### config.mk
export PLATFORM = sky130hd
export DESIGN_NAME = epoch1900_seconds_to_calendar_unit
export DESIGN_NICKNAME = d
export VERILOG_FILES = /design/src/rtl/e1900_pkg.sv /design/src/rtl/epoch1900_seconds_to_calendar_unit.sv /design/src/rtl/e1900_daysplit.sv /design/src/rtl/e1900_year.sv /design/src/rtl/e1900_month.sv /design/src/rtl/e1900_tod.sv
export SDC_FILE = /design/constraint.sdc
export NUM_CORES = 2
export LEC_CHECK = 0
export BUFFER_PORTS_ARGS = -buffer_cell sky130_fd_sc_hd__buf_2
export CAP_MARGIN = 10
export CORE_MARGIN = 8
export CORE_UTILIZATION = 60
export DETAILED_ROUTE_END_ITERATION = 16
export PLACE_DENSITY = 0.77
export REMOVE_ABC_BUFFERS = 1
export SYNTH_ARGS = -nofsm -noshare
export SYNTH_HDL_FRONTEND = slang
export SYNTH_HIERARCHICAL = 1
export SYNTH_SLANG_ARGS = --single-unit
### constraint.sdc
create_clock -name clk -period 26.4 [get_ports clk]
set_input_delay 1.32 -clock clk [delete_from_list [all_inputs] [get_ports clk]]
set_output_delay 1.32 -clock clk [all_outputs]
set_load 0.005 [all_outputs]
### src/rtl/e1900_pkg.sv
// ----------------------------------------------------------------------------
// e1900_pkg
// Shared types, constants and the month start table for the converter that
// turns seconds since 1900 into a calendar date and time of day.
// ----------------------------------------------------------------------------
package e1900_pkg;

  // Whole days come from (seconds >> 7) / 675, since 86400 = 128 * 675.
  localparam logic [24:0] DAY_RECIP  = 25'd25451658;  // floor(2^34 / 675)
  localparam logic [9:0]  DAY_ODD    = 10'd675;
  localparam logic [8:0]  DAY_LOW    = 9'd365;         // days in a common year
  localparam logic [15:0] CYC_RECIP  = 16'd45933;      // floor(2^26 / 1461)
  localparam logic [10:0] CYC_DAYS   = 11'd1461;       // days in four years
  localparam logic [12:0] HOUR_RECIP = 13'd4661;       // ceil(2^20 / 225)
  localparam logic [11:0] SECS_HOUR  = 12'd3600;
  localparam logic [10:0] MIN_RECIP  = 11'd1093;       // ceil(2^14 / 15)
  localparam logic [5:0]  SECS_MIN   = 6'd60;
  localparam logic [16:0] WEEK_RECIP = 17'd74899;      // ceil(2^19 / 7)
  localparam logic [2:0]  WEEK_DAYS  = 3'd7;
  localparam logic [10:0] BASE_YEAR  = 11'd1900;

  typedef struct packed {
    logic [10:0] year;
    logic [8:0]  doy;   // day of year from 0
    logic        leap;
  } ydate_t;

  typedef struct packed {
    logic [4:0] hour;
    logic [5:0] minute;
    logic [5:0] sec;
    logic [2:0] wday;
  } tod_t;

  // First day of year for a month index from 0.
  function automatic logic [8:0] month_start(input logic [3:0] m, input logic leap);
    logic [8:0] base;
    case (m)
      4'd0:    base = 9'd0;
      4'd1:    base = 9'd31;
      4'd2:    base = 9'd59;
      4'd3:    base = 9'd90;
      4'd4:    base = 9'd120;
      4'd5:    base = 9'd151;
      4'd6:    base = 9'd181;
      4'd7:    base = 9'd212;
      4'd8:    base = 9'd243;
      4'd9:    base = 9'd273;
      4'd10:   base = 9'd304;
      4'd11:   base = 9'd334;
      default: base = 9'd0;
    endcase
    if (leap && (m >= 4'd2)) begin
      base = base + 9'd1;
    end
    return base;
  endfunction

endpackage

### src/rtl/epoch1900_seconds_to_calendar_unit.sv
// ----------------------------------------------------------------------------
// epoch1900_seconds_to_calendar_unit
// Converts seconds since 1900-01-01 00:00 UTC to Gregorian date, time of day
// and weekday.
// ----------------------------------------------------------------------------
// Channel  Dir  Word
// s_*      in   tdata[31:0] seconds
// m_*      out  tdata[39:0] year, month, day, hour, minute, sec_of_minute, weekday
//
// One word enters per cycle while the output register is empty or taken.
// The pipeline is the day split (3 stages), year search (5) and month search (2).
// All stages advance together whenever the output register is empty or taken.
// Reset empties the pipeline; no table needs clearing.
// ----------------------------------------------------------------------------
module epoch1900_seconds_to_calendar_unit import e1900_pkg::*; (
  input  logic        clk,
  input  logic        rst,
  input  logic        s_tvalid,
  output logic        s_tready,
  input  logic [31:0] s_tdata,   // seconds
  output logic        m_tvalid,
  input  logic        m_tready,
  // year[10:0], month[14:11], day[19:15], hour[24:20], minute[30:25],
  // sec_of_minute[36:31], weekday[39:37]
  output logic [39:0] m_tdata
);

  logic        en;
  logic        ds_valid;
  logic [15:0] days;
  logic [16:0] sod;
  logic        yr_valid;
  ydate_t      ydate;
  logic [10:0] year;
  logic [3:0]  month;
  logic [4:0]  day;
  tod_t        tod;

  assign en       = !m_tvalid || m_tready;
  assign s_tready = en;

  e1900_daysplit u_daysplit (
    .clk       (clk),
    .rst       (rst),
    .en        (en),
    .in_valid  (s_tvalid),
    .seconds   (s_tdata),
    .out_valid (ds_valid),
    .days      (days),
    .sod       (sod)
  );

  e1900_year u_year (
    .clk       (clk),
    .rst       (rst),
    .en        (en),
    .in_valid  (ds_valid),
    .days      (days),
    .out_valid (yr_valid),
    .ydate     (ydate)
  );

  e1900_month u_month (
    .clk       (clk),
    .rst       (rst),
    .en        (en),
    .in_valid  (yr_valid),
    .ydate     (ydate),
    .out_valid (m_tvalid),
    .year      (year),
    .month     (month),
    .day       (day)
  );

  e1900_tod u_tod (
    .clk  (clk),
    .en   (en),
    .days (days),
    .sod  (sod),
    .tod  (tod)
  );

  assign m_tdata = {tod.wday, tod.sec, tod.minute, tod.hour, day, month, year};

`ifndef ASSERT_OFF
  a_year_range: assert property (@(posedge clk) disable iff (rst)
    m_tvalid |-> (year >= 11'd1900) && (year <= 11'd2036))
    else $error("year out of range");

  a_date_range: assert property (@(posedge clk) disable iff (rst)
    m_tvalid |-> (month >= 4'd1) && (month <= 4'd12) && (day >= 5'd1))
    else $error("month or day out of range");

  a_time_range: assert property (@(posedge clk) disable iff (rst)
    m_tvalid |-> (tod.hour <= 5'd23) && (tod.minute <= 6'd59) &&
                 (tod.sec <= 6'd59) && (tod.wday <= 3'd6))
    else $error("time of day or weekday out of range");

  a_reset_empty: assert property (@(posedge clk)
    rst |=> !m_tvalid)
    else $error("result word present after reset");
`endif

endmodule

### src/rtl/e1900_daysplit.sv
// ----------------------------------------------------------------------------
// e1900_daysplit
// Three stage split of the second count into whole days and second of day,
// using a reciprocal multiply and one correction step.
// ----------------------------------------------------------------------------
module e1900_daysplit import e1900_pkg::*; (
  input  logic        clk,
  input  logic        rst,
  input  logic        en,
  input  logic        in_valid,
  input  logic [31:0] seconds,
  output logic        out_valid,
  output logic [15:0] days,
  output logic [16:0] sod
);

  logic        v1, v2;
  logic [24:0] q1, q2;
  logic [6:0]  lo1, lo2;
  logic [49:0] p1;
  logic [15:0] est2;
  logic [24:0] p2;
  logic [24:0] diff;
  logic        fix;
  logic [24:0] rem;

  always_ff @(posedge clk) begin
    if (rst) begin
      v1        <= 1'b0;
      v2        <= 1'b0;
      out_valid <= 1'b0;
    end else if (en) begin
      v1        <= in_valid;
      v2        <= v1;
      out_valid <= v2;
    end
  end

  // The estimate may fall one short of the true quotient; stage three fixes it.
  always_comb begin
    diff = q2 - p2;
    fix  = diff >= 25'(DAY_ODD);
    rem  = fix ? (diff - 25'(DAY_ODD)) : diff;
  end

  always_ff @(posedge clk) begin
    if (en) begin
      q1   <= seconds[31:7];
      lo1  <= seconds[6:0];
      p1   <= 50'(seconds[31:7]) * 50'(DAY_RECIP);
      q2   <= q1;
      lo2  <= lo1;
      est2 <= p1[49:34];
      p2   <= 25'(p1[49:34]) * 25'(DAY_ODD);
      days <= est2 + 16'(fix);
      sod  <= {rem[9:0], lo2};
    end
  end

endmodule

### src/rtl/e1900_year.sv
// ----------------------------------------------------------------------------
// e1900_year
// Five stage year search. After 1900 the leap years repeat every four years
// through 2036, so the year comes from a division by 1461 days.
// ----------------------------------------------------------------------------
module e1900_year import e1900_pkg::*; (
  input  logic        clk,
  input  logic        rst,
  input  logic        en,
  input  logic        in_valid,
  input  logic [15:0] days,
  output logic        out_valid,
  output ydate_t      ydate
);

  logic [3:0]  v;
  logic        first1, first2, first3, first4;
  logic [8:0]  dlo1, dlo2, dlo3, dlo4;
  logic [15:0] d1, d2, d3;
  logic [31:0] p2;
  logic [5:0]  q3, q4;
  logic [15:0] m3;
  logic [15:0] diff;
  logic        fix;
  logic [10:0] r4;
  logic [1:0]  yoff;
  logic [8:0]  doy;

  always_ff @(posedge clk) begin
    if (rst) begin
      v         <= '0;
      out_valid <= 1'b0;
    end else if (en) begin
      v         <= {v[2:0], in_valid};
      out_valid <= v[3];
    end
  end

  always_comb begin
    diff = d3 - m3;
    fix  = diff >= 16'(CYC_DAYS);
  end

  // Position inside the four year cycle that starts with 1901.
  always_comb begin
    if (r4 < 11'd365) begin
      yoff = 2'd0;
    end else if (r4 < 11'd730) begin
      yoff = 2'd1;
    end else if (r4 < 11'd1095) begin
      yoff = 2'd2;
    end else begin
      yoff = 2'd3;
    end
    doy = 9'(r4 - 11'(yoff) * 11'(DAY_LOW));
  end

  always_ff @(posedge clk) begin
    if (en) begin
      first1 <= days < 16'(DAY_LOW);
      d1     <= days - 16'(DAY_LOW);
      dlo1   <= days[8:0];
      first2 <= first1;
      dlo2   <= dlo1;
      d2     <= d1;
      p2     <= 32'(d1) * 32'(CYC_RECIP);
      first3 <= first2;
      dlo3   <= dlo2;
      d3     <= d2;
      q3     <= p2[31:26];
      m3     <= 16'(p2[31:26]) * 16'(CYC_DAYS);
      first4 <= first3;
      dlo4   <= dlo3;
      q4     <= q3 + 6'(fix);
      r4     <= fix ? 11'(diff - 16'(CYC_DAYS)) : 11'(diff);
      if (first4) begin
        ydate.year <= BASE_YEAR;
        ydate.doy  <= dlo4;
        ydate.leap <= 1'b0;
      end else begin
        ydate.year <= BASE_YEAR + 11'd1 + {3'd0, q4, 2'b00} + 11'(yoff);
        ydate.doy  <= doy;
        ydate.leap <= yoff == 2'd3;
      end
    end
  end

endmodule

### src/rtl/e1900_month.sv
// ----------------------------------------------------------------------------
// e1900_month
// Two stage month search: parallel compares against the month start table,
// then the day of month from the chosen start.
// ----------------------------------------------------------------------------
module e1900_month import e1900_pkg::*; (
  input  logic        clk,
  input  logic        rst,
  input  logic        en,
  input  logic        in_valid,
  input  ydate_t      ydate,
  output logic        out_valid,
  output logic [10:0] year,
  output logic [3:0]  month,
  output logic [4:0]  day
);

  logic        v1;
  logic [3:0]  mi, mi1;
  logic [10:0] year1;
  logic [8:0]  doy1;
  logic        leap1;

  always_ff @(posedge clk) begin
    if (rst) begin
      v1        <= 1'b0;
      out_valid <= 1'b0;
    end else if (en) begin
      v1        <= in_valid;
      out_valid <= v1;
    end
  end

  // Starts rise with the month, so the last start passed is the month.
  always_comb begin
    mi = 4'd0;
    for (int k = 1; k < 12; k++) begin
      if (ydate.doy >= month_start(4'(k), ydate.leap)) begin
        mi = 4'(k);
      end
    end
  end

  always_ff @(posedge clk) begin
    if (en) begin
      mi1   <= mi;
      year1 <= ydate.year;
      doy1  <= ydate.doy;
      leap1 <= ydate.leap;
      year  <= year1;
      month <= mi1 + 4'd1;
      day   <= 5'(doy1 - month_start(mi1, leap1) + 9'd1);
    end
  end

endmodule

### src/rtl/e1900_tod.sv
// ----------------------------------------------------------------------------
// e1900_tod
// Hour, minute, second and weekday by reciprocal multiplies, delayed to line
// up with the seven stage year and month path.
// ----------------------------------------------------------------------------
module e1900_tod import e1900_pkg::*; (
  input  logic        clk,
  input  logic        en,
  input  logic [15:0] days,
  input  logic [16:0] sod,
  output tod_t        tod
);

  logic [25:0] hp1;
  logic [31:0] wp1;
  logic [16:0] sod1;
  logic [15:0] x1;
  logic [4:0]  hour1;
  logic [12:0] wq1;
  logic [4:0]  hour2, hour3;
  logic [11:0] mos2, mos3;
  logic [2:0]  wday2, wday3;
  logic [19:0] mp3;
  logic [5:0]  minute3;
  tod_t        dly [4];

  always_comb begin
    hour1   = hp1[24:20];
    wq1     = wp1[31:19];
    minute3 = mp3[19:14];
  end

  always_ff @(posedge clk) begin
    if (en) begin
      sod1   <= sod;
      x1     <= days + 16'd1;
      hp1    <= 26'(sod[16:4]) * 26'(HOUR_RECIP);
      wp1    <= 32'(days + 16'd1) * 32'(WEEK_RECIP);
      hour2  <= hour1;
      mos2   <= 12'(sod1 - 17'(hour1) * 17'(SECS_HOUR));
      wday2  <= 3'(x1 - 16'(wq1) * 16'(WEEK_DAYS));
      hour3  <= hour2;
      mos3   <= mos2;
      wday3  <= wday2;
      mp3    <= 20'(mos2[11:2]) * 20'(MIN_RECIP);
      dly[0] <= '{hour:   hour3,
                  minute: minute3,
                  sec:    6'(mos3 - 12'(minute3) * 12'(SECS_MIN)),
                  wday:   wday3};
      dly[1] <= dly[0];
      dly[2] <= dly[1];
      dly[3] <= dly[2];
    end
  end

  assign tod = dly[3];

endmodule
==> flow_summary_export.csv <==
group,metric,value,unit
critical_path,critical_path.max_fanout,11,
logic_synthesis,synth_ff_type,"edfxtp_1",
clock_network,clkTransAtPathRegs,0.06,ns
floorplanning,ios,78,
sta,finClkSkew,0.0340,ns
clock_network,postCtsSetupRepairBufs,0,
routing,remaining_drc_errors,0,
floorplanning,die_area,82300,sq um
logic_synthesis,synth_top_area_share,33.3,%
placement,finalWeightedCongestion,0.889,
routing,firstDrtPassIters,8,
logic_synthesis,synth_cell_types,97,
sta,fmax,143,MHz
routing,drt_iter0_markers,1351,
outcome,outcome,"complete, no violations",
routing,wl_per_cell,16.3,um
sta,maxSlewViolCount,0,
job,drv_cap,0,
layout,multi_input_area,25800,sq um
clock_network,postCtsResizedCells,0,
routing,via_per_inst,5.43,
logic_synthesis,ys_seq_area_share,33.8,%
sta,fin_crit,6.99,ns
logic_synthesis,synth-async-reset-ratio,0,%
placement,port_buffers,77,
logic_synthesis,syn_area_per_cell,11.8,sq um
routing,routed_wl,79200,um
layout,layout.nets,5143,
clock_network,htreeDepth,2,
critical_path,cp_cell_sequence,"buf_2 > fa_1 > ha_1 > inv_1 > fa_1 > fa_1 > inv_1 > fa_1 > fa_1 > inv_1 > fa_1 > inv_1 > ha_1 > and2_1 > a2111oi_0 > nand3_1 > a21oi_1 > nor3_1 > o2111ai_1 > nand3_1 > a31oi_1 > xnor2_1",
clock_network,cts.hold.buffers_added,0,
critical_path,cp.required,26.78,ns
floorplanning,core_area,72800,sq um
critical_path,critPathSlowestCell,"a2111oi_0",
sta,final_hold_viol_count,0,
logic_synthesis,yosysTopAreaCell,"edfxtp_1",
layout,final_common_cell,"inv_1",
critical_path,cp.arrival,7.37,ns
floorplanning,die_x,287,um
logic_synthesis,synth_area_leaders,"edfxtp_1, ha_1, fa_1",
critical_path,end_kind,"flop",
floorplanning,start_util,60.5,%
grt,grt_pass1_wl,133000,um
sta,setup_viol,0,
clock_network,cts_tree,"built",
logic_synthesis,synthCells,3740,
placement,dp_hpwl,62500,um
logic_synthesis,ys_ff_latch,499,
routing,vias,26400,
grt,grt_pass1_vias,27500,
sta,tightestPinTransition,1.05,ns
logic_synthesis,synth-edff-count,489,
layout,layout_common_cells,"inv_1, ha_1, edfxtp_1",
layout,seq_area,14900,sq um
sta,post-route-period-util,26.5,%
clock_network,cts_root_buffer,"clkbuf_16",
floorplanning,dieHeight,287,um
critical_path,crit_top_cell,"fa_1",
clock_network,clkSinkCount,499,
sta,grt_setup_unrepaired,"no",
logic_synthesis,yosys_warnings,6,
routing,ant_nets,0,
clock_network,clkLatencyLatePin,0.63,ns
layout,syn_to_final_growth,7.80,%
sta,slew_headroom,29.7,%
worst_hold_path,worstHoldPathType,"reg -> reg",
grt,grt_max_degree,182,
grt,overflow,0,
grt,grt_usage,19.6,%
layout,drive_above_1_share,5.37,%
logic_synthesis,synth_area,44000,sq um
critical_path,path_class,"in -> reg",
sta,tns,0,ns
layout,n_antenna_cell,0,
grt,antenna_found_initial,0,
clock_network,clockBufferDepth,3,
clock_network,numCtsBuffers,54,
layout,n_fill_cell,5403,
critical_path,critPathMaxStageDelay,0.55,ns
critical_path,worstSetupStartpointType,"input port",
floorplanning,rows,99,
worst paths after layout:
kind	cells past startpoint	end	startpoint	slack, ns
min	0	u_year/dlo3[6]	u_year/dlo2[6]	0.40
max	22	u_daysplit/p1[49]	s_tdata[18]	19.41
max reg2reg	17	u_year/p2[31]	u_year/d1[9]	20.02
min reg2reg	0	u_year/dlo3[6]	u_year/dlo2[6]	0.40
cell families after synthesis:
kind of cell,share of synthesized area [%]
muxes,0.412
and+or+nand+nor,5.11
DFF,33.8
adders and majority gates,42.0
buffers and inverters,7.65
AOI/OAI and AO/OA,6.74
xor gates and xnor gates,4.31
routing by layer:
metal	GRT usage, %	up-vias	part of all wire, %	routed length [um]
met5	0	-	0	0
met4	4.79	0	2.2	1720
met3	2.40	106	3.8	2980
met2	35.0	429	51	40200
met1	25.2	13000	43	34300
li1	-	12900	-	-
registers in the layout, summed over array words and instances, names as in the netlist, 14 cells and up:
signal and cells:
u_year/d3 16, u_daysplit/q1 25, u_daysplit/p2 24, u_daysplit/est2 16, u_year/d2 16, u_year/m3 14
u_daysplit/q2 25, u_daysplit/p1 16, u_daysplit/days 16, u_year/d1 16, u_daysplit/sod 17, u_year/ydate 21
u_tod/dly 80
metrics by stage:
stage	std cells	area (sq um)	setup slack (ns)	hold WS (ns)	util [%]
2_1_floorplan	3723	44000	11.74	0.400	-
3_3_place_gp	4765	45600	18.87	0.400	62.6
3_5_place_dp	4765	45600	18.75	0.405	62.6
4_1_cts	4866	47500	19.42	0.402	65.2
5_1_grt	4866	47500	19.02	0.404	65.2
6_report	4866	47500	19.41	0.396	65.2
cell usage after synthesis, drive strengths merged, types with 5 or more instances:
| cell | instances |
|---|---|
| a311oi | 5 |
| a21boi | 8 |
| fa | 388 |
| nor4 | 8 |
| a31o | 6 |
| or3 | 10 |
| a21o | 58 |
| buf | 6 |
| and3 | 19 |
| nor2b | 16 |
| nand3 | 53 |
| nor2 | 88 |
| a211oi | 13 |
| ha | 857 |
| or2 | 9 |
| a221o | 6 |
| a221oi | 5 |
| o21bai | 15 |
| a2111oi | 6 |
| o21a | 18 |
| o211ai | 9 |
| inv | 876 |
| dfxtp | 10 |
| nand2 | 105 |
| o31ai | 8 |
| nand2b | 24 |
| a31oi | 23 |
| xor2 | 68 |
| nand4 | 19 |
| clkbuf | 11 |
| a21oi | 118 |
| o2111ai | 8 |
| nor3 | 33 |
| o21ai | 80 |
| mux2i | 17 |
| xnor2 | 148 |
| and2 | 16 |
| nand3b | 9 |
| edfxtp | 489 |
| and4 | 9 |
cell type report:
type,instances,area share [%]
Clock buffer,65,3.00
Clock inverter,36,0.938
Inverter,876,6.93
Sequential cell,499,31.3
Tap cell,959,2.53
Multi-Input combinational cell,2348,54.3
Timing Repair Buffer,83,0.933
worst max-delay path, delay by kind of cell:
kind	cells	cell delay, ns
buf+inv	5	0.44
compound gates	4	1.27
xor+xnor	1	0.08
fa+ha+maj	8	3.64
simple gates	4	0.59
Power is not shown: default switching activity piles up to over one toggle a cycle in this logic, so the estimate is an artifact.
